`config.mk`:
```
export PLATFORM = sky130hd
export DESIGN_NAME = music_command_stream_parser_top_flat
export DESIGN_NICKNAME = d
export VERILOG_FILES = /design/src/rtl/core/mcsp_pkg.sv /design/src/rtl/core/mcsp_if.sv /design/src/rtl/core/music_command_stream_parser_top.sv /design/src/rtl/core/mcsp_front.sv /design/src/rtl/core/mcsp_queue.sv /design/src/rtl/core/mcsp_back.sv /design/src/flat_wrapper.sv
export SDC_FILE = /design/constraint.sdc
export NUM_CORES = 1
export LEC_CHECK = 0
export BUFFER_PORTS_ARGS = -buffer_cell sky130_fd_sc_hd__buf_2
export CAP_MARGIN = 40
export CORE_ASPECT_RATIO = 1.75
export CORE_MARGIN = 2
export CORE_UTILIZATION = 36
export DETAILED_ROUTE_END_ITERATION = 7
export RECOVER_POWER = 100
export SYNTH_ARGS = -nofsm -noshare
export SYNTH_HDL_FRONTEND = slang
export SYNTH_SLANG_ARGS = --single-unit
```
`constraint.sdc`:
```
create_clock -name clk -period 7.6 [get_ports clk]
set_clock_uncertainty 0.1 [all_clocks]
set_input_delay 0.76 -clock clk [delete_from_list [all_inputs] [get_ports clk]]
set_output_delay 0.76 -clock clk [all_outputs]
set_load 0.02 [all_outputs]
```
`src/rtl/core/mcsp_pkg.sv`:
```
// Shared types, constants and the opcode range decoder of the song command stream parser.
// Used by every module in rtl/core; depends on nothing.
package mcsp_pkg;

	localparam logic [7:0] HDR_LONG      = 8'hfe;
	localparam logic [7:0] HDR_SHORT     = 8'h0c;
	localparam logic [2:0] HDR_LONG_SKIP = 3'd6;
	localparam logic [2:0] HDR_SHORT_SKIP = 3'd1;
	localparam logic [7:0] FUNC_MAX      = 8'd11;
	localparam logic [7:0] FUNC_PAIR_LO  = 8'd8;
	localparam logic [7:0] FUNC_PAIR_HI  = 8'd9;

	localparam logic [4:0] CMD_LOOP_START = 5'd10;
	localparam logic [4:0] CMD_LOOP_END   = 5'd11;
	localparam logic [4:0] CMD_LOOP_EXT   = 5'd18;
	localparam logic [4:0] CMD_REG_WRITE  = 5'd20;
	localparam logic [4:0] CMD_FUNCTION   = 5'd22;

	// Commands complete in one word without a parameter, and with an inline parameter.
	localparam logic [31:0] CMD_BARE_MASK   = 32'h0000_00dd;
	localparam logic [31:0] CMD_INLINE_MASK = 32'h0001_b722;

	localparam logic [2:0] KIND_CH_START = 3'd0;
	localparam logic [2:0] KIND_COMMAND  = 3'd1;
	localparam logic [2:0] KIND_END      = 3'd2;
	localparam logic [2:0] KIND_NOT_SONG = 3'd3;
	localparam logic [2:0] KIND_CORRUPT  = 3'd4;

	localparam logic [3:0] PSG_RESET = 4'd3;

	typedef struct packed {
		logic [7:0] data_byte;
		logic       first_of_file;
		logic [4:0] command;
		logic [7:0] param;
	} item_t;

	typedef struct packed {
		logic [2:0]        result_kind;
		logic [7:0]        channel;
		logic              chip;
		logic [15:0]       channel_address;
		logic [4:0]        command;
		logic [7:0]        param;
		logic [7:0]        second_param;
		logic              has_second;
		logic signed [7:0] loop_depth;
		logic              bad_loop_end;
		logic              bad_function;
	} result_t;

	typedef enum logic [7:0] {
		PH_HEADER  = 8'b0000_0001,
		PH_SKIP    = 8'b0000_0010,
		PH_ADDR_LO = 8'b0000_0100,
		PH_ADDR_HI = 8'b0000_1000,
		PH_OPCODE  = 8'b0001_0000,
		PH_EXT1    = 8'b0010_0000,
		PH_EXT2    = 8'b0100_0000,
		PH_DONE    = 8'b1000_0000
	} phase_t;

	// Priority compare over the opcode ranges; returns {command, param}.
	function automatic logic [12:0] decode_op(input logic [7:0] op);
		logic [4:0] cmd;
		logic [7:0] par;
		cmd = 5'd0;
		par = 8'd0;
		if (op == 8'd0) begin
			cmd = 5'd0;
		end else if (op < 8'd37) begin
			cmd = 5'd1;
			par = op - 8'd1;
		end else if (op < 8'd38) begin
			cmd = 5'd2;
		end else if (op < 8'd40) begin
			par = op - 8'd38;
			cmd = 5'd3 + par[4:0];
		end else if (op < 8'd48) begin
			cmd = 5'd5;
			par = op - 8'd40;
		end else if (op < 8'd50) begin
			par = op - 8'd48;
			cmd = 5'd6 + par[4:0];
		end else if (op < 8'd66) begin
			cmd = 5'd8;
			par = op - 8'd50;
		end else if (op < 8'd98) begin
			cmd = 5'd9;
			par = op - 8'd66;
		end else if (op < 8'd114) begin
			cmd = 5'd10;
			par = op - 8'd98;
		end else if (op < 8'd115) begin
			cmd = 5'd11;
		end else if (op < 8'd131) begin
			cmd = 5'd12;
			par = op - 8'd115;
		end else if (op < 8'd147) begin
			cmd = 5'd13;
			par = op - 8'd131;
		end else if (op < 8'd151) begin
			cmd = 5'd14;
			par = op - 8'd147;
		end else if (op < 8'd242) begin
			cmd = 5'd15;
			par = op - 8'd151;
		end else if (op < 8'd250) begin
			cmd = 5'd16;
			par = op - 8'd242;
		end else begin
			par = op - 8'd250;
			cmd = 5'd17 + par[4:0];
		end
		return {cmd, par};
	endfunction

endpackage

```
`src/rtl/core/mcsp_if.sv`:
```
// Handshake channels of the song command stream parser: song words in, results out, config.
// Depends on nothing.
interface mcsp_song_if;
	logic       valid;
	logic       ready;
	logic [7:0] data_byte;
	logic       first_of_file;
	modport source (output valid, output data_byte, output first_of_file, input ready);
	modport sink (input valid, input data_byte, input first_of_file, output ready);
endinterface

interface mcsp_result_if;
	logic              valid;
	logic              ready;
	logic [2:0]        result_kind;
	logic [7:0]        channel;
	logic              chip;
	logic [15:0]       channel_address;
	logic [4:0]        command;
	logic [7:0]        param;
	logic [7:0]        second_param;
	logic              has_second;
	logic signed [7:0] loop_depth;
	logic              bad_loop_end;
	logic              bad_function;
	modport source (output valid, output result_kind, output channel, output chip,
		output channel_address, output command, output param, output second_param,
		output has_second, output loop_depth, output bad_loop_end, output bad_function,
		input ready);
	modport sink (input valid, input result_kind, input channel, input chip,
		input channel_address, input command, input param, input second_param,
		input has_second, input loop_depth, input bad_loop_end, input bad_function,
		output ready);
endinterface

interface mcsp_cfg_if;
	logic       valid;
	logic       ready;
	logic [3:0] psg_channel_count;
	modport source (output valid, output psg_channel_count, input ready);
	modport sink (input valid, input psg_channel_count, output ready);
endinterface

```
`src/rtl/core/music_command_stream_parser_top.sv`:
```
// Top level of the song command stream parser: front end, word queue, back end, config register.
// Depends on mcsp_pkg, the channel interfaces, mcsp_front, mcsp_queue and mcsp_back.
//
// The parser takes one song word per cycle and gives at most one result word per word taken,
// as long as the results are taken. A word passes the front decode register, the queue and
// the back end's state machine, which registers the result word; the back end's
// one-word-per-cycle state update sets the sustained rate of one word per cycle while results
// are taken. The queue of QUEUE_DEPTH words lets the input keep flowing for a while when
// results are not taken. Write psg_channel_count only while the parser is idle.
module music_command_stream_parser_top #(
	parameter int QUEUE_DEPTH = 4
) (
	input  logic          clk,
	input  logic          arst_n,
	mcsp_song_if.sink     song,
	mcsp_cfg_if.sink      cfg,
	mcsp_result_if.source result
);

	mcsp_pkg::item_t front_item;
	logic            front_valid;
	logic            front_ready;
	mcsp_pkg::item_t back_item;
	logic            back_valid;
	logic            back_ready;
	logic [3:0]      psg_q;

	assign cfg.ready = 1'b1;

	always_ff @(posedge clk or negedge arst_n) begin
		if (!arst_n) begin
			psg_q <= mcsp_pkg::PSG_RESET;
		end else if (cfg.valid) begin
			psg_q <= cfg.psg_channel_count;
		end
	end

	mcsp_front u_front (
		.clk        (clk),
		.arst_n     (arst_n),
		.song       (song),
		.item       (front_item),
		.item_valid (front_valid),
		.item_ready (front_ready)
	);

	mcsp_queue #(
		.DEPTH (QUEUE_DEPTH)
	) u_queue (
		.clk        (clk),
		.arst_n     (arst_n),
		.push_item  (front_item),
		.push_valid (front_valid),
		.push_ready (front_ready),
		.pop_item   (back_item),
		.pop_valid  (back_valid),
		.pop_ready  (back_ready)
	);

	mcsp_back u_back (
		.clk               (clk),
		.arst_n            (arst_n),
		.item              (back_item),
		.item_valid        (back_valid),
		.item_ready        (back_ready),
		.psg_channel_count (psg_q),
		.result            (result)
	);

endmodule

```
`src/rtl/core/mcsp_front.sv`:
```
// Front end: accepts song words, range-decodes the opcode and registers the classified word.
// Depends on mcsp_pkg and mcsp_song_if.
module mcsp_front (
	input  logic            clk,
	input  logic            arst_n,
	mcsp_song_if.sink       song,
	output mcsp_pkg::item_t item,
	output logic            item_valid,
	input  logic            item_ready
);

	logic            valid_s1;
	mcsp_pkg::item_t item_s1;
	logic [12:0]     dec;

	assign dec        = mcsp_pkg::decode_op(song.data_byte);
	assign song.ready = !valid_s1 || item_ready;
	assign item       = item_s1;
	assign item_valid = valid_s1;

	always_ff @(posedge clk or negedge arst_n) begin
		if (!arst_n) begin
			valid_s1 <= 1'b0;
		end else if (song.ready) begin
			valid_s1 <= song.valid;
		end
	end

	always_ff @(posedge clk) begin
		if (song.valid && song.ready) begin
			item_s1.data_byte     <= song.data_byte;
			item_s1.first_of_file <= song.first_of_file;
			item_s1.command       <= dec[12:8];
			item_s1.param         <= dec[7:0];
		end
	end

endmodule

```
`src/rtl/core/mcsp_queue.sv`:
```
// Short queue of classified words between the front end and the back end.
// Depends on mcsp_pkg.
module mcsp_queue #(
	parameter int DEPTH = 4
) (
	input  logic            clk,
	input  logic            arst_n,
	input  mcsp_pkg::item_t push_item,
	input  logic            push_valid,
	output logic            push_ready,
	output mcsp_pkg::item_t pop_item,
	output logic            pop_valid,
	input  logic            pop_ready
);

	localparam int IW = (DEPTH > 1) ? $clog2(DEPTH) : 1;
	localparam int CW = $clog2(DEPTH + 1);
	localparam logic [IW-1:0] LAST = IW'(DEPTH - 1);

	mcsp_pkg::item_t entry_q [DEPTH];
	logic [IW-1:0]   wr_q;
	logic [IW-1:0]   rd_q;
	logic [CW-1:0]   count_q;
	logic            push;
	logic            pop;

	assign push_ready = count_q != CW'(DEPTH);
	assign pop_valid  = count_q != '0;
	assign pop_item   = entry_q[rd_q];
	assign push       = push_valid && push_ready;
	assign pop        = pop_valid && pop_ready;

	always_ff @(posedge clk or negedge arst_n) begin
		if (!arst_n) begin
			wr_q    <= '0;
			rd_q    <= '0;
			count_q <= '0;
		end else begin
			if (push) begin
				wr_q <= (wr_q == LAST) ? '0 : wr_q + 1'b1;
			end
			if (pop) begin
				rd_q <= (rd_q == LAST) ? '0 : rd_q + 1'b1;
			end
			if (push && !pop) begin
				count_q <= count_q + 1'b1;
			end else if (pop && !push) begin
				count_q <= count_q - 1'b1;
			end
		end
	end

	always_ff @(posedge clk) begin
		if (push) begin
			entry_q[wr_q] <= push_item;
		end
	end

endmodule

```
`src/rtl/core/mcsp_back.sv`:
```
// Back end: the song parsing state machine, loop nesting and the registered result word.
// Depends on mcsp_pkg and mcsp_result_if.
module mcsp_back (
	input  logic            clk,
	input  logic            arst_n,
	input  mcsp_pkg::item_t item,
	input  logic            item_valid,
	output logic            item_ready,
	input  logic [3:0]      psg_channel_count,
	mcsp_result_if.source   result
);

	mcsp_pkg::phase_t  phase_q, ph, phase_d;
	logic [15:0]       pos_q, pos, pos_d, pos_n;
	logic [15:0]       chend_q, chend, chend_d;
	logic [7:0]        chidx_q, chidx, chidx_d, chidx_inc;
	logic signed [7:0] nest_q, nest, nest_d, nest_up, nest_dn;
	logic [2:0]        skip_q, skip, skip_d, skip_m;
	logic [4:0]        pcmd_q, pcmd, pcmd_d;
	logic [7:0]        pbyte_q, pbyte, pbyte_d;
	logic [7:0]        alow_q, alow, alow_d;
	logic [15:0]       addr;
	logic              end_hit;
	logic              emit;
	logic              take;
	logic [7:0]        b;
	mcsp_pkg::result_t res, res_q;
	logic              out_valid_q;

	assign take       = item_valid && (!out_valid_q || result.ready);
	assign item_ready = !out_valid_q || result.ready;
	assign b          = item.data_byte;

	always_comb begin
		ph    = item.first_of_file ? mcsp_pkg::PH_HEADER : phase_q;
		pos   = item.first_of_file ? '0 : pos_q;
		chend = item.first_of_file ? '0 : chend_q;
		chidx = item.first_of_file ? '0 : chidx_q;
		nest  = item.first_of_file ? '0 : nest_q;
		skip  = item.first_of_file ? '0 : skip_q;
		pcmd  = item.first_of_file ? '0 : pcmd_q;
		pbyte = item.first_of_file ? '0 : pbyte_q;
		alow  = item.first_of_file ? '0 : alow_q;

		pos_n     = pos + 16'd1;
		addr      = {b, alow};
		end_hit   = pos_n >= chend;
		chidx_inc = (chidx == 8'hff) ? chidx : chidx + 8'd1;
		nest_up   = (nest == 8'sd127) ? nest : nest + 8'sd1;
		nest_dn   = (nest == -8'sd128) ? nest : nest - 8'sd1;
		skip_m    = (skip != '0) ? skip - 3'd1 : skip;

		phase_d = ph;
		pos_d   = pos_n;
		chend_d = chend;
		chidx_d = chidx;
		nest_d  = nest;
		skip_d  = skip;
		pcmd_d  = pcmd;
		pbyte_d = pbyte;
		alow_d  = alow;
		emit    = 1'b0;
		res     = '0;
		res.result_kind = mcsp_pkg::KIND_COMMAND;

		unique case (ph)
			mcsp_pkg::PH_HEADER: begin
				pos_d = 16'd1;
				if (b == mcsp_pkg::HDR_LONG) begin
					skip_d  = mcsp_pkg::HDR_LONG_SKIP;
					phase_d = mcsp_pkg::PH_SKIP;
				end else if (b == mcsp_pkg::HDR_SHORT) begin
					skip_d  = mcsp_pkg::HDR_SHORT_SKIP;
					phase_d = mcsp_pkg::PH_SKIP;
				end else begin
					phase_d = mcsp_pkg::PH_DONE;
					emit    = 1'b1;
					res.result_kind = mcsp_pkg::KIND_NOT_SONG;
				end
			end
			mcsp_pkg::PH_SKIP: begin
				skip_d = skip_m;
				if (skip_m == '0) begin
					phase_d = mcsp_pkg::PH_ADDR_LO;
				end
			end
			mcsp_pkg::PH_ADDR_LO: begin
				alow_d  = b;
				phase_d = mcsp_pkg::PH_ADDR_HI;
			end
			mcsp_pkg::PH_ADDR_HI: begin
				emit = 1'b1;
				if (addr == '0) begin
					phase_d = mcsp_pkg::PH_DONE;
					res.result_kind = mcsp_pkg::KIND_END;
				end else begin
					chend_d = addr;
					nest_d  = '0;
					res.result_kind     = mcsp_pkg::KIND_CH_START;
					res.channel_address = addr;
					if (pos_n >= addr) begin
						chidx_d = chidx_inc;
						phase_d = mcsp_pkg::PH_ADDR_LO;
					end else begin
						phase_d = mcsp_pkg::PH_OPCODE;
					end
				end
			end
			mcsp_pkg::PH_OPCODE: begin
				res.command = item.command;
				if (mcsp_pkg::CMD_BARE_MASK[item.command] ||
						mcsp_pkg::CMD_INLINE_MASK[item.command] ||
						item.command == mcsp_pkg::CMD_LOOP_END) begin
					emit = 1'b1;
					if (mcsp_pkg::CMD_INLINE_MASK[item.command]) begin
						res.param = item.param;
					end
					if (item.command == mcsp_pkg::CMD_LOOP_START) begin
						nest_d = nest_up;
					end
					if (item.command == mcsp_pkg::CMD_LOOP_END) begin
						nest_d = nest_dn;
						res.bad_loop_end = nest[7] || (nest == '0);
					end
				end else if (end_hit) begin
					phase_d = mcsp_pkg::PH_DONE;
					emit    = 1'b1;
					res.result_kind = mcsp_pkg::KIND_CORRUPT;
					res.command     = '0;
				end else begin
					pcmd_d  = item.command;
					phase_d = mcsp_pkg::PH_EXT1;
				end
			end
			mcsp_pkg::PH_EXT1: begin
				res.command = pcmd;
				res.param   = b;
				if (pcmd == mcsp_pkg::CMD_FUNCTION) begin
					if (b > mcsp_pkg::FUNC_MAX) begin
						emit = 1'b1;
						res.bad_function = 1'b1;
					end else if (b == mcsp_pkg::FUNC_PAIR_LO || b == mcsp_pkg::FUNC_PAIR_HI) begin
						pbyte_d = b;
						phase_d = mcsp_pkg::PH_EXT2;
					end else begin
						emit = 1'b1;
					end
				end else if (pcmd == mcsp_pkg::CMD_REG_WRITE) begin
					if (end_hit) begin
						phase_d = mcsp_pkg::PH_DONE;
						emit    = 1'b1;
						res.result_kind = mcsp_pkg::KIND_CORRUPT;
						res.command     = '0;
						res.param       = '0;
					end else begin
						pbyte_d = b;
						phase_d = mcsp_pkg::PH_EXT2;
					end
				end else begin
					emit = 1'b1;
					if (pcmd == mcsp_pkg::CMD_LOOP_EXT) begin
						nest_d = nest_up;
					end
				end
			end
			mcsp_pkg::PH_EXT2: begin
				emit = 1'b1;
				res.command      = pcmd;
				res.param        = pbyte;
				res.second_param = b;
				res.has_second   = 1'b1;
			end
			mcsp_pkg::PH_DONE: begin
				pos_d = pos;
			end
			default: begin
				phase_d = ph;
			end
		endcase

		// A completed command moves on to the next channel address at the channel end.
		if (emit && res.result_kind == mcsp_pkg::KIND_COMMAND) begin
			if (end_hit) begin
				chidx_d = chidx_inc;
				phase_d = mcsp_pkg::PH_ADDR_LO;
			end else begin
				phase_d = mcsp_pkg::PH_OPCODE;
			end
		end

		res.channel    = chidx;
		res.chip       = !({4'd0, psg_channel_count} > chidx);
		res.loop_depth = nest_d;
	end

	always_ff @(posedge clk or negedge arst_n) begin
		if (!arst_n) begin
			phase_q     <= mcsp_pkg::PH_HEADER;
			pos_q       <= '0;
			chend_q     <= '0;
			chidx_q     <= '0;
			nest_q      <= '0;
			skip_q      <= '0;
			pcmd_q      <= '0;
			pbyte_q     <= '0;
			alow_q      <= '0;
			out_valid_q <= 1'b0;
		end else begin
			if (take) begin
				phase_q <= phase_d;
				pos_q   <= pos_d;
				chend_q <= chend_d;
				chidx_q <= chidx_d;
				nest_q  <= nest_d;
				skip_q  <= skip_d;
				pcmd_q  <= pcmd_d;
				pbyte_q <= pbyte_d;
				alow_q  <= alow_d;
			end
			if (take && emit) begin
				out_valid_q <= 1'b1;
			end else if (result.ready) begin
				out_valid_q <= 1'b0;
			end
		end
	end

	always_ff @(posedge clk) begin
		if (take && emit) begin
			res_q <= res;
		end
	end

	assign result.valid           = out_valid_q;
	assign result.result_kind     = res_q.result_kind;
	assign result.channel         = res_q.channel;
	assign result.chip            = res_q.chip;
	assign result.channel_address = res_q.channel_address;
	assign result.command         = res_q.command;
	assign result.param           = res_q.param;
	assign result.second_param    = res_q.second_param;
	assign result.has_second      = res_q.has_second;
	assign result.loop_depth      = res_q.loop_depth;
	assign result.bad_loop_end    = res_q.bad_loop_end;
	assign result.bad_function    = res_q.bad_function;

endmodule

```
`src/flat_wrapper.sv`:
```
// flat-port wrapper written by rule: the top's interface ports become plain ports
module music_command_stream_parser_top_flat 
#(
	parameter int QUEUE_DEPTH = 4
)
  (clk, arst_n, song_valid, song_data_byte, song_first_of_file, song_ready, cfg_valid, cfg_psg_channel_count, cfg_ready, result_valid, result_result_kind, result_channel, result_chip, result_channel_address, result_command, result_param, result_second_param, result_has_second, result_loop_depth, result_bad_loop_end, result_bad_function, result_ready);
  mcsp_song_if song_i ();
  mcsp_cfg_if cfg_i ();
  mcsp_result_if result_i ();
  input  logic clk;
  input  logic arst_n;
  input wire logic [$bits(song_i.valid)-1:0] song_valid;
  input wire logic [$bits(song_i.data_byte)-1:0] song_data_byte;
  input wire logic [$bits(song_i.first_of_file)-1:0] song_first_of_file;
  output wire logic [$bits(song_i.ready)-1:0] song_ready;
  input wire logic [$bits(cfg_i.valid)-1:0] cfg_valid;
  input wire logic [$bits(cfg_i.psg_channel_count)-1:0] cfg_psg_channel_count;
  output wire logic [$bits(cfg_i.ready)-1:0] cfg_ready;
  output wire logic [$bits(result_i.valid)-1:0] result_valid;
  output wire logic [$bits(result_i.result_kind)-1:0] result_result_kind;
  output wire logic [$bits(result_i.channel)-1:0] result_channel;
  output wire logic [$bits(result_i.chip)-1:0] result_chip;
  output wire logic [$bits(result_i.channel_address)-1:0] result_channel_address;
  output wire logic [$bits(result_i.command)-1:0] result_command;
  output wire logic [$bits(result_i.param)-1:0] result_param;
  output wire logic [$bits(result_i.second_param)-1:0] result_second_param;
  output wire logic [$bits(result_i.has_second)-1:0] result_has_second;
  output wire logic [$bits(result_i.loop_depth)-1:0] result_loop_depth;
  output wire logic [$bits(result_i.bad_loop_end)-1:0] result_bad_loop_end;
  output wire logic [$bits(result_i.bad_function)-1:0] result_bad_function;
  input wire logic [$bits(result_i.ready)-1:0] result_ready;
  assign song_i.valid = song_valid;
  assign song_i.data_byte = song_data_byte;
  assign song_i.first_of_file = song_first_of_file;
  assign song_ready = song_i.ready;
  assign cfg_i.valid = cfg_valid;
  assign cfg_i.psg_channel_count = cfg_psg_channel_count;
  assign cfg_ready = cfg_i.ready;
  assign result_valid = result_i.valid;
  assign result_result_kind = result_i.result_kind;
  assign result_channel = result_i.channel;
  assign result_chip = result_i.chip;
  assign result_channel_address = result_i.channel_address;
  assign result_command = result_i.command;
  assign result_param = result_i.param;
  assign result_second_param = result_i.second_param;
  assign result_has_second = result_i.has_second;
  assign result_loop_depth = result_i.loop_depth;
  assign result_bad_loop_end = result_i.bad_loop_end;
  assign result_bad_function = result_i.bad_function;
  assign result_i.ready = result_ready;
  music_command_stream_parser_top #(.QUEUE_DEPTH(QUEUE_DEPTH)) u_core (.clk(clk), .arst_n(arst_n), .song(song_i), .cfg(cfg_i), .result(result_i));
endmodule
```
# --- Word-level counts from Yosys, hierarchy flattened ---
# Memory sizes are Yosys's and may differ from the RTL's.
# Index checks and enable logic that the tools add are counted.
totals:
  inputBits: 18
  romBits: 64
  output_inout_bits: 63
  n_memories: 3
  mem_bits_rw: 88
  ff_bits: 175
memory_table:
  columns: ["name", "depth", "width", "rd", "rd_ports_with_merged_regs", "write_ports", "line", "text"]
  rows:
  - ["u_core.u_queue.entry_q", 4, 22, 1, 0, 1, "mcsp_queue.sv:20", "mcsp_pkg::item_t entry_q [DEPTH];"]
  - ["(no name shown)", 32, 1, 1, 0, 0, "mcsp_back.sv:115", "if (mcsp_pkg::CMD_INLINE_MASK[item.command]) begin"]
  - ["(no name shown)", 32, 1, 1, 0, 0, "mcsp_back.sv:111", "if (mcsp_pkg::CMD_BARE_MASK[item.command] ||"]
op_classes:
  n_reduce_logical: 32
  n_addsub: 25
  mux: 122
  bitwise_logic: 1
  n_eq_ne: 24
  order_cmp: 19
ops:
  columns: ["operator", "n"]
  rows:
  - ["$mux 8", 55]
  - ["$mux 5", 20]
  - ["$mux 16", 4]
  - ["$pmux 8 s6", 1]
  - ["$eq 8x8->1 const B", 5]
  - ["$lt 8x6->1 const B", 5]
  - ["$lt 8x8->1 const B", 5]
  - ["$sub 8x8->8 const B", 5]
  - ["$mux 13", 3]
  - ["$pmux 13 s3", 1]
  - ["$eq 8x4->1 const B", 4]
  - ["$ge 16x16->1", 2]
  - ["$lt 8x7->1 const B", 4]
  - ["$pmux 16 s2", 1]
  - ["$sub 8x6->8 const B", 4]
  - ["$mux 3", 10]
  - ["$pmux 8 s3", 1]
  - ["$sub 8x7->8 const B", 3]
  - ["$mux 1", 17]
  - ["$add 16x1->16 const B", 1]
  - ["$logic_not 16->1", 1]
  - ["$logic_not 8->1", 2]
  - ["$eq 5x5->1 const B", 3]
  - ["$mux 2", 6]
  - ["37 further kinds", 60]

# --- Depth between registers and ports, before layout ---
# Gate-level depths: netlist (run 1).
logic_depth:
  ltp_word: 16
  depth_mapped: 26

# --- Cells and area by module ---
# From an unflattened synthesis (run 1), not the netlist that was laid out.
unflattened:
  hier_cells: 1329
  hier_area_um2: 14667.8
by_module_without_submodules:
  columns: ["mod", "n_inst", "area_each_um2", "cells_each", "seq_area_each_um2"]
  rows:
  - ["mcsp_back", 1, 8237.9, 856, 3829.9]
  - ["mcsp_queue", 1, 3611.0, 151, 2817.7]
  - ["mcsp_front", 1, 2660.1, 312, 685.7]
  - ["music_command_stream_parser_top", 1, 158.9, 10, 102.6]

# --- Worst setup path after synthesis (run 1) ---
# No wires, ideal clock.
synth_timing:
  path_type: "register to register"
  start: "register u_core.u_queue.rd_q[0]"
  end: "register u_core.u_back.phase_q[1]"
  synth_period_minus_slack_ns: 6.962
  t_arrival_ns: 6.740
  path_stages_with_launch: 24
  slack_ns: 0.638
  cell_sequence: "dfrtp_1 buf_6 mux4_2 buf_2 clkbuf_1 buf_1 clkbuf_1 nor2b_1 ha_1 nand3_1 nor2_1 nand3_1 nor2_1 nand3_1 xor2_1 nor2_1 ha_1 and3_1 o2111ai_1 o21ai_1 o21ai_1 a41oi_2 a21oi_1 a22o_1"
synth_via:
  elab_chain_len: 11
  elab_cells_between_ends: 67
  cone_classes: "add/sub: 2; order compare: 2; eq/ne: 15; mux: 37; reduce/logical: 8; memory: 3"
synth_lines:
  columns: ["element", "line", "text"]
  rows:
  - ["start: declaration", "mcsp_queue.sv:22", "logic [IW-1:0] rd_q;"]
  - ["start signal: assignment", "mcsp_queue.sv:43", "rd_q <= (rd_q == LAST) ? '0 : rd_q + 1'b1;"]
  - ["$mem_v2 4x22 *", null, null]
  - ["$mux 16", "mcsp_back.sv:36", "pos = item.first_of_file ? '0 : pos_q;"]
  - ["$add 16x1->16", "mcsp_back.sv:45", "pos_n = pos + 16'd1;"]
  - ["$ge 16x16->1", "mcsp_back.sv:47", "end_hit = pos_n >= chend;"]
  - ["$mux 3", "mcsp_back.sv:125, mcsp_back.sv:149", null]
  - ["$mux 3", "mcsp_back.sv:148", "end else if (pcmd == mcsp_pkg::CMD_REG_WRITE) begin"]
  - ["$mux 3", "mcsp_back.sv:138", "if (pcmd == mcsp_pkg::CMD_FUNCTION) begin"]
  - ["$pmux 3 s4", "mcsp_back.sv:66", "unique case (ph)"]
  - ["$eq 3x1->1", "mcsp_back.sv:182", "if (emit && res.result_kind == mcsp_pkg::KIND_COMMAND) begin"]
  - ["$logic_and 1x1->1", "mcsp_back.sv:182", null]
  - ["$mux 8 *", "mcsp_back.sv:182", null]
  - ["end signal: assignment", "mcsp_back.sv:198", "phase_q <= mcsp_pkg::PH_HEADER;"]
  - ["end signal: assignment", "mcsp_back.sv:210", "phase_q <= phase_d;"]
  - ["end: declaration", "mcsp_back.sv:13", "mcsp_pkg::phase_t phase_q, ph, phase_d;"]
# Mark *: on every way between the ends. The rest lies on a longest branch, timed or not. The select of a mux whose other input is x is not followed.
# A chain may end at the register's enable or synchronous reset.

# --- Worst setup path in the final report (run 1) ---
layout_timing:
  start: "register u_core.u_queue.rd_q[1]"
  end: "register u_core.u_back.phase_q[1]"
# Same word-level chain as after synthesis.

==> results of run 1 <==
-- registers in the layout, summed over array words and instances (netlist names), 2 cells and up --
signal                                flops
u_core.u_back.pbyte_q                     8
u_core.u_queue.rd_q                       2
u_core.u_queue.count_q                    3
u_core.u_back.nest_q                      8
u_core.u_back.skip_q                      3
u_core.u_back.pos_q                      16
u_core.u_back.pcmd_q                      5
u_core.u_back.result.loop_depth           8
u_core.u_back.result.result_kind          3
u_core.u_back.alow_q                      8
u_core.u_back.result.second_param         8
u_core.u_back.chend_q                    16
u_core.u_queue.wr_q                       2
u_core.u_back.result.channel              8
u_core.psg_q                              4
u_core.u_queue.entry_q                   88
u_core.u_back.result.channel_address     16
u_core.u_back.result.param                8
u_core.u_back.chidx_q                     8
u_core.u_back.result.command              5
u_core.u_front.item                      22
u_core.u_back.phase_q                     8
-- stage by stage --
step | hold slack (ns) | cells
2_1_floorplan | 0.359 | 1268
3_3_place_gp | 0.367 | 1796
3_5_place_dp | 0.381 | 1800
4_1_cts | 0.161 | 1844
5_1_grt | 0.323 | 1844
6_report | 0.323 | 1844
-- Yosys cell counts (7+ instances only) --
cell / n / share of area, %
a211oi_1: 8 / 0.43
a21o_1: 12 / 0.64
a21oi_1: 67 / 2.4
a221o_1: 10 / 0.71
a22o_1: 36 / 2.2
a31oi_1: 11 / 0.49
a32o_1: 12 / 0.85
and2_1: 9 / 0.40
and3_1: 18 / 0.80
buf_1: 7 / 0.19
buf_2: 8 / 0.28
clkbuf_1: 38 / 1.0
dfrtp_1: 90 / 16
edfxtp_1: 170 / 36
ha_1: 65 / 5.8
inv_1: 39 / 1.0
mux2_2: 15 / 1.2
mux4_2: 22 / 3.5
nand2_1: 139 / 3.7
nand2b_1: 14 / 0.62
nand3_1: 41 / 1.5
nand4_1: 9 / 0.40
nor2_1: 89 / 2.4
nor2b_1: 24 / 1.1
nor3_1: 25 / 0.89
o211ai_1: 7 / 0.37
o21a_1: 7 / 0.37
o21ai_0: 76 / 2.7
o21ai_1: 9 / 0.32
o22ai_1: 7 / 0.31
o31ai_1: 14 / 0.74
or3_1: 15 / 0.66
xnor2_1: 21 / 1.3
xor2_1: 17 / 1.1
-- metal layers --
layer | wire, um | vias to the layer above | global-route usage, %
met3 | 1230 | 93 | 1.63
li1 | - | 4936 | -
met5 | 0 | - | 0
met1 | 13400 | 5231 | 18.8
met2 | 20300 | 301 | 34.2
met4 | 1650 | 0 | 7.98
-- cell families (layout without fill, tap and decap cells) --
group                      after synthesis  after routing
AOI/OAI and AO/OA                      330            330
muxes                                   42             42
and+or+nand+nor                        430            430
xor gates and xnor gates                38             38
buffers and inverters                   98            184
adders and majority gates               66             66
DFF                                    263            263
other                                    1              1
-- placed cells by master, fill, tap and decap left out, types with 14 or more instances in the layout --
cell type	netlist	layout
a21oi_1	67	67
a22o_1	36	37
and3_1	18	18
clkbuf_1	38	84
clkbuf_16	0	26
dfrtp_1	90	90
edfxtp_1	170	170
ha_1	65	65
inv_1	39	40
mux2_2	15	14
mux4_2	22	22
nand2_1	139	140
nand2b_1	14	14
nand3_1	41	41
nor2_1	89	90
nor2b_1	24	24
nor3_1	25	25
o21ai_0	76	84
o31ai_1	14	14
or3_1	15	15
xnor2_1	21	21
xor2_1	17	17
-- final timing paths --
path	depth (start not counted)	from	to
worst max register to register	15	u_core.u_queue.rd_q[1]	u_core.u_back.phase_q[1]
worst max-delay path	15	u_core.u_queue.rd_q[1]	u_core.u_back.phase_q[1]
worst min register to register	0	u_core.u_front.item[5]	u_core.u_queue.entry_q[1][5]
max in group asynchronous	2	arst_n	u_core.u_back.nest_q[7]
worst min-delay path	2	song_valid	u_core.u_front.item_valid
min in group asynchronous	1	arst_n	u_core.u_back.chend_q[1]
-- where the power goes --
part	leakage, nW	internal, W	switching [W]
Clock	0.432	0.000778	0.000571
Sequential	2.87	0.00194	0.000139
Combinational	2.72	0.000530	0.00139
-- layout make-up --
| type | instances | share of cell area, % |
|---|---|---|
| sequential | 263 | 47.1 |
| multi-input combinational | 907 | 39.7 |
| clock buffer | 28 | 4.23 |
| tap | 490 | 3.88 |
| timing repair buffer | 99 | 2.66 |
| clock inverter | 16 | 1.41 |
| inverter | 41 | 0.975 |
==> impl_metrics.py, run 1 <==
metrics = {
    "critical_path": {
        "critPathKind": "register to register",
        "path_buf_inv": 3,
        "slowest_delay_ns": 1.64,
        "cp-start-kind": "register",
        "cp.arrival_ns": 6.86,
        "critPathRequiredTime_ns": 7.98,
        "critical_path.slowest_cell": "clkbuf_1",
        "end_kind": "register",
        "crit_chain": "buf_4, mux2i_1, mux2_1, clkbuf_1, nand2_1, ha_1, a211oi_1, o21ai_0, a221oi_1, o21ai_0, buf_4, o21ai_1, a41oi_4, a21oi_1, a22o_1",
        "critical_path.top_delay_family": "compound AO/OA/AOI/OAI gates",
        "rrSetupSlack_ns": 1.12,
        "cp_max_fo": 46,
    },
    "placed_design": {
        "routabilityCongestion": 0.903,
        "buffer_ports.inserted": 79,
        "place_hpwl_um": 26100,
        "dpl_cell_area_um2": 15100,
        "pre_cts_ws_ns": 1.96,
    },
    "die": {
        "start_util_pct": 36.3,
        "die_w_um": 154,
        "ios": 81,
        "placementRows": 96,
        "coreArea_um2": 38900,
        "die_area_um2": 40900,
        "die_h_um": 266,
    },
    "route": {
        "vias_per_cell": 5.73,
        "drc_errors": 0,
        "drt_wl_total_um": 36500,
        "via_count": 10600,
        "drtIter0Drc": 822,
        "wl_per_cell_um": 19.8,
        "first_pass_iters": 5,
        "ant_nets": 0,
    },
    "clock_network": {
        "clock_sinks": 263,
        "cts_tree": "done",
        "numCtsBuffers": 24,
        "htreeDepth": 1,
        "clock-root-buffer": "clkbuf_16",
        "hold_buffers": 0,
        "cts_buffer_depth": 3,
        "clk_pin_slew_ns": 0.07,
        "postCtsSetupRepairBufs": 0,
        "cts.repair.resized": 0,
        "insertion_delay_ns": 0.55,
    },
    "logic_synthesis": {
        "ys_types": 88,
        "netlist_area_um2": 14100,
        "synth_top_family_by_area": "compound AO/OA/AOI/OAI gates",
        "ys_async_sr_fraction_pct": 35.4,
        "synth_nets": 1352,
        "synthAdderAreaFrac_pct": 5.90,
        "synth_warnings": 0,
        "synth_compound_area_share_pct": 16.0,
        "yosys.area_share.simple_pct": 15.2,
        "yosys_register_bits": 263,
        "synth_cells": 1268,
        "synth.area.mux_share_pct": 5.06,
        "yosysSeqAreaShare_pct": 52.7,
        "synth_enable_flop_cells": 170,
        "synth_xor_area_share_pct": 2.36,
        "ys.flop_type": "edfxtp_1",
        "syn_area_per_cell_um2": 11.1,
    },
    "final_layout": {
        "antenna_cells": 0,
        "drive_gt1_share_pct": 8.42,
        "regArea_um2": 7440,
        "finish.utilization_pct": 40.6,
        "fill_cells": 3822,
        "final_area_um2": 15800,
        "multi_input_area_um2": 6270,
        "fin_nets": 1420,
        "syn2layout_area_growth_pct": 11.8,
    },
    "timing": {
        "tightest_slew_ns": 2.85,
        "final_max_slew_viol_count": 209,
        "rsz0062_at_grt": "false",
        "tns_ns": 0,
        "max_freq_ghz": 0.154,
        "period_needed_ns": 6.48,
        "hold_viol": 0,
        "setup_viol": 0,
        "layout_setup_ws_ns": 1.12,
        "slew_headroom_pct": -90.0,
        "final.period_utilization_pct": 85.3,
    },
    "global_route": {
        "grt_usage_pct": 17.5,
        "grt_pass1_vias": 10700,
        "grt_pass1_wl_um": 58000,
        "grt.overflow.total": 0,
        "grt_max_degree": 51,
        "antenna_found_initial": 0,
    },
    "run": {
        "cap_violations": 5,
    },
    "worst_hold_path": {
        "hp-class": "input pin to register",
    },
    "power": {
        "finalPower_w": 0.00534,
        "p_per_area_nw_per_um2": 338,
        "ir_drop_uv": 165,
        "leakagePower_nw": 6.02,
    },
    "run_status": {
        "violations": "max-capacitance violations, max-slew violations",
        "status": "finished with violations",
    },
}
(Power assumes the default switching activity.)
==> run 2, diff against run 1 <==
- ABC_AREA: unset -> 1
==> run 2 against run 1 <==
The run still ends with max-capacitance violations, max-slew violations left. Critical path type unchanged. Combinational power rose by 69%. Area after synthesis rose by 9.1%. Global-route usage increased by 1.6 points. Maximum frequency shrank 3.2%. Power increased by 24%. Non-clock buffer count grew 1. Critical endpoint is now u_core.u_back.result.second_param[6]. Largest power group is now combinational logic. Register-to-register slack lost 0.21 ns. Hold slack got worse by 0.024 ns. Cell count grew 32%.
==> impl_metrics.py, run 2 <==
metrics = {
    "logic_synthesis": {
        "synth_top_area_cell": "edfxtp_1",
        "netlist_area_um2": 15400,
        "synth.top_cells.by_count": "nand2_1 (378), inv_1 (213), nor2_1 (187)",
        "yosysSeqAreaShare_pct": 48.3,
        "netlist.area_leader.share_pct": 33.1,
        "yosysMostFrequentCell": "nand2_1",
        "ys_async_sr_fraction_pct": 35.4,
        "synth_warnings": 0,
        "synth_area_leaders": "edfxtp_1 (33%), dfrtp_1 (15%), nand2_1 (9.2%)",
        "synth_nets": 1878,
        "synth_enable_flop_cells": 170,
        "syn_area_per_cell_um2": 8.59,
        "ys_types": 66,
        "synth_cells": 1794,
        "ys.flop_type": "edfxtp_1",
        "yosys_register_bits": 263,
    },
    "route": {
        "vias_per_cell": 5.23,
        "drtIter0Drc": 826,
        "drt_wl_total_um": 43200,
        "wl_per_cell_um": 17.8,
        "ant_nets": 0,
        "first_pass_iters": 6,
        "drc_errors": 0,
        "via_count": 12700,
    },
    "clock_network": {
        "cts_tree": "done",
        "insertion_delay_ns": 0.56,
        "cts_buffer_depth": 3,
        "clock_sinks": 263,
        "htreeDepth": 1,
        "clock-root-buffer": "clkbuf_16",
        "hold_buffers": 0,
        "postCtsSetupRepairBufs": 0,
        "cts.repair.resized": 0,
        "clk_pin_slew_ns": 0.07,
        "numCtsBuffers": 24,
    },
    "placed_design": {
        "post-place-cells": 2389,
        "buffer_ports.inserted": 79,
        "pre_cts_ws_ns": 1.19,
        "routabilityCongestion": 0.921,
        "place_hpwl_um": 31900,
    },
    "critical_path": {
        "end_kind": "register",
        "cp-start-kind": "register",
        "critPathKind": "register to register",
        "cp_max_fo": 49,
        "critPathRequiredTime_ns": 7.77,
        "cp.arrival_ns": 6.86,
    },
    "power": {
        "finalPower_w": 0.00665,
        "p_per_area_nw_per_um2": 395,
        "leakagePower_nw": 7.11,
        "ir_drop_uv": 227,
    },
    "global_route": {
        "met1_usage_pct": 19.6,
        "busiest_layer": "met2",
        "grt.overflow.total": 0,
        "grt_use_met3_pct": 1.90,
        "grtUsageMet2_pct": 36.6,
        "grt_usage_pct": 19.2,
        "grt_pass1_vias": 12800,
        "antenna_found_initial": 0,
        "grt_pass1_wl_um": 68200,
        "grt_max_degree": 91,
    },
    "die": {
        "coreArea_um2": 42400,
        "start_util_pct": 36.3,
        "die_h_um": 278,
        "die_area_um2": 44500,
        "ios": 81,
        "placementRows": 100,
        "die_w_um": 160,
    },
    "timing": {
        "final.period_utilization_pct": 88.1,
        "tns_ns": 0,
        "final_max_slew_viol_count": 254,
        "period_needed_ns": 6.69,
        "hold_viol": 0,
        "setup_viol": 0,
        "slew_headroom_pct": -135,
        "tightest_slew_ns": 3.52,
        "rsz0062_at_grt": "false",
        "max_freq_ghz": 0.149,
        "layout_setup_ws_ns": 0.907,
    },
    "run_status": {
        "status": "finished with violations",
        "violations": "max-capacitance violations, max-slew violations",
    },
    "final_layout": {
        "regArea_um2": 7440,
        "final_cell_mix": "nand2_1 (382), inv_1 (213), nor2_1 (187)",
        "final_common_cell": "nand2_1",
        "fill_cells": 4319,
        "multi_input_area_um2": 6670,
        "top_register": "u_core.u_queue.entry_q",
        "finish.utilization_pct": 39.7,
        "largest_reg_flops": 88,
        "fin_nets": 1938,
        "final_cells": 2433,
        "drive_gt1_share_pct": 7.00,
        "syn2layout_area_growth_pct": 9.34,
        "antenna_cells": 0,
    },
    "run": {
        "cap_violations": 5,
    },
    "worst_hold_path": {
        "hp-class": "input pin to register",
    },
}
run 2: per-layer routing:
metal  vias up  routed length, um
li1       6180                  -
met1      6080              15600
met2       328              23300
met3       145               1430
met4         0               2890
met5         -                  0
run 2: stage by stage:
stage	area, um2	hold slack (ns)
3_5_place_dp	16400	0.365
5_1_grt	16800	0.290
4_1_cts	17100	0.201
3_3_place_gp	16300	0.363
6_report	16800	0.299
2_1_floorplan	15400	0.349
run 2: layout make-up:
cell class / count / share of cell area, %
clock inverters: 17 / 0.639
flip-flops and latches: 263 / 44.1
inverters: 236 / 5.26
repair buffers: 100 / 2.56
clock buffers: 27 / 3.63
multi-input cells: 1229 / 39.6
well taps: 561 / 4.17
run 2: critical path, cell delays in order, from the launching register on:
cell and delay, ns:
dfrtp_1 0.34, buf_4 0.42, inv_2 0.42, nand2_1 0.18
nand3_2 0.07, nand2_1 0.14, inv_2 0.23, nor2_1 0.21
ha_1 0.24, nand4_2 0.17, nor2_2 0.22, nand2_1 0.11
inv_1 0.09, nand4_1 0.11, xnor2_1 0.29, ha_1 0.28
nand2_1 0.08, nor2_1 0.05, a211oi_1 0.60, nand2_1 0.63
nand2_1 0.18, nand3_1 0.34, nand2_1 0.22, inv_2 0.26
buf_4 0.37
run 2: logic make-up (layout without fill, tap and decap cells):
group / after synthesis / count (layout) / share of synthesized area, %
xor+xnor: 41 / 41 / 2.38
compound gates: 366 / 366 / 13.8
mux: 4 / 4 / 0.292
simple gates: 751 / 751 / 21.9
other cells: 1 / 1 / 0.0243
fa+ha+maj: 66 / 66 / 5.41
buf+inv: 302 / 380 / 7.92
flops: 263 / 263 / 48.3
run 2: worst paths after layout:
check	slack [ns]	start	depth (start not counted)	endpoint
max	0.91	u_core.u_queue.rd_q[0]	24	u_core.u_back.result.second_param[6]
min reg2reg	0.39	u_core.u_back.chidx_q[2]	2	u_core.u_back.chidx_q[2]
max in group asynchronous	2.80	arst_n	2	u_core.psg_q[2]
min in group asynchronous	1.18	arst_n	1	u_core.u_queue.count_q[2]
min	0.30	song_first_of_file	1	u_core.u_front.item[13]
max reg2reg	0.91	u_core.u_queue.rd_q[0]	24	u_core.u_back.result.second_param[6]
run 2: power by group:
part / switching [W] / internal [W]
Clock: 0.000551 / 0.000587
Sequential: 0.000182 / 0.00209
Combinational: 0.00241 / 0.000828
==> run 3, diff against run 2 <==
- PLACE_DENSITY_LB_ADDON: unset -> 0.05
==> run 3 against run 2 <==
The run still ends with max-capacitance violations, max-slew violations left. Register-to-register slack better by 0.34 ns. Hold slack better by 0.00073 ns. Die area unchanged. Global-route usage up 2.0 points. Critical path depth unchanged. Clock-buffer cell count up 5. Largest power group unchanged.
==> impl_metrics.py, run 3 (synthesis results as in run 2) <==
metrics = {
    "final_layout": {
        "largest_reg_flops": 88,
        "regArea_um2": 7440,
        "fill_cells": 4358,
        "top_register": "u_core.u_queue.entry_q",
        "fin_nets": 1943,
        "final_cell_mix": "nand2_1 (380), inv_1 (215), nor2_1 (190)",
        "multi_input_area_um2": 6680,
        "antenna_cells": 0,
        "syn2layout_area_growth_pct": 10.7,
        "final_area_um2": 17100,
        "drive_gt1_share_pct": 7.18,
        "final_common_cell": "nand2_1",
    },
    "clock_network": {
        "clock_sinks": 263,
        "numCtsBuffers": 27,
        "insertion_delay_ns": 0.55,
        "cts_tree": "done",
        "clock-root-buffer": "clkbuf_16",
        "cts.repair.resized": 0,
        "clk_pin_slew_ns": 0.06,
        "hold_buffers": 0,
        "htreeDepth": 1,
        "postCtsSetupRepairBufs": 0,
        "cts_buffer_depth": 3,
    },
    "route": {
        "dr_wl_met3_um": 1280,
        "drc_errors": 0,
        "wl_per_cell_um": 19.2,
        "first_pass_iters": 5,
        "ant_nets": 0,
        "drt_wl_total_um": 46900,
        "dr_wl_met2_um": 27000,
        "drtIter0Drc": 707,
        "met1_length_um": 16800,
        "vias_per_cell": 5.18,
        "via_count": 12600,
        "top_layer_used": "met4",
    },
    "timing": {
        "final_max_slew_viol_count": 297,
        "slew_headroom_pct": -109,
        "setup_viol": 0,
        "hold_viol": 0,
        "max_freq_ghz": 0.157,
        "period_needed_ns": 6.35,
        "tns_ns": 0,
        "rsz0062_at_grt": "false",
        "tightest_slew_ns": 3.13,
        "layout_setup_ws_ns": 1.25,
        "final.period_utilization_pct": 83.6,
    },
    "global_route": {
        "grt_pass1_wl_um": 73400,
        "grt.overflow.total": 0,
        "antenna_found_initial": 0,
        "grt_usage_pct": 21.1,
        "grt_max_degree": 63,
        "grt_pass1_vias": 12900,
    },
    "power": {
        "clkPwrFrac_pct": 19.8,
        "ir_drop_uv": 185,
        "p_per_area_nw_per_um2": 407,
        "comb_power_share_pct": 47.4,
        "p_int_w": 0.00375,
        "switching_power_w": 0.00319,
        "finalPower_w": 0.00695,
        "swShare_pct": 46.0,
        "pwr-share-seq_pct": 32.8,
        "leakagePower_nw": 7.21,
    },
    "critical_path": {
        "path_buf_inv": 6,
        "end_kind": "register",
        "cp-startpoint": "u_core.u_queue.rd_q[0]",
        "cp.depth": 24,
        "crit_chain": "buf_4, inv_1, nand2_1, nand3_2, nand2_1, inv_2, nor2_1, ha_1, nand4_1, nor2_1, nand2_1, inv_1, nand4_1, xnor2_1, ha_1, nand2_1, nor2_1, a211oi_1, nand2_2, nand2_1, nand3_1, nand2_1, inv_2, buf_4",
        "rr_startpoint": "u_core.u_queue.rd_q[0]",
        "critPathKind": "register to register",
        "path_common_cell": "nand2_1",
        "critical_path.top_delay_family": "simple AND/OR/NAND/NOR gates",
        "slowest_delay_ns": 0.54,
        "cp-start-kind": "register",
        "cp_max_fo": 49,
        "critPathRequiredTime_ns": 7.78,
        "critical_path.slowest_cell": "a211oi_1",
        "rrSetupSlack_ns": 1.25,
        "rr_endpoint": "u_core.u_back.result.param[7]",
        "r2r.worst_path.cells": 24,
        "cp.arrival_ns": 6.53,
    },
    "placed_design": {
        "place_hpwl_um": 34700,
        "buffer_ports.inserted": 79,
        "routabilityCongestion": 0.958,
        "pre_cts_ws_ns": 1.46,
        "dpl_cell_area_um2": 16400,
    },
    "worst_hold_path": {
        "min_to": "u_core.u_front.item[13]",
        "min_from": "song_first_of_file",
        "holdPathStages": 1,
        "hp-class": "input pin to register",
    },
    "run": {
        "cap_violations": 7,
    },
    "run_status": {
        "violations": "max-capacitance violations, max-slew violations",
        "status": "finished with violations",
    },
    "die": {
        "die_h_um": 278,
        "coreArea_um2": 42400,
        "ios": 81,
        "placementRows": 100,
        "start_util_pct": 36.3,
        "die_area_um2": 44500,
        "die_w_um": 160,
    },
}
## run 3: routing by layer
metal | up-vias | track usage, %
met5 | - | 0
met4 | 0 | 8.57
met3 | 99 | 1.84
met2 | 269 | 43.5
met1 | 6082 | 21.2
li1 | 6180 | -
## run 3: power by group through the flow
stage	sequential, W	combinational [W]	clock, W
after global placement	0.00232	0.00335	0
after global routing	0.00233	0.00367	0.00148
after CTS	0.00228	0.00344	0.00142
after detailed placement	0.00230	0.00343	0
after floorplan	0.00248	0.00216	0
final	0.00228	0.00329	0.00138
## run 3: per-stage QoR
stage	util, %	hold slack (ns)	cells
detailed placement	38.7	0.365	2391
global placement	38.5	0.365	2385
finish	40.2	0.300	2440
global route	40.2	0.277	2440
floorplan	-	0.349	1794
CTS	40.9	0.0775	2440
## run 3: layout make-up
cell class / instances / share of cell area [%]
Clock buffer: 32 / 4.07
Multi-Input combinational cell: 1229 / 39.2
Sequential cell: 263 / 43.6
Inverter: 236 / 5.19
Timing Repair Buffer: 102 / 2.63
Clock inverter: 17 / 1.23
Tap cell: 561 / 4.12
## run 3: worst max path at each step
stage,endpoint,slack (ns)
5_1_grt,u_core.u_back.result.param[7],0.56
3_3_place_gp,u_core.u_back.result.second_param[0],1.25
3_5_place_dp,u_core.u_back.result.second_param[6],1.46
2_1_floorplan,u_core.u_back.result.bad_function,2.36
6_report,u_core.u_back.result.param[7],1.25
4_1_cts,u_core.u_back.result.channel_address[12],1.44
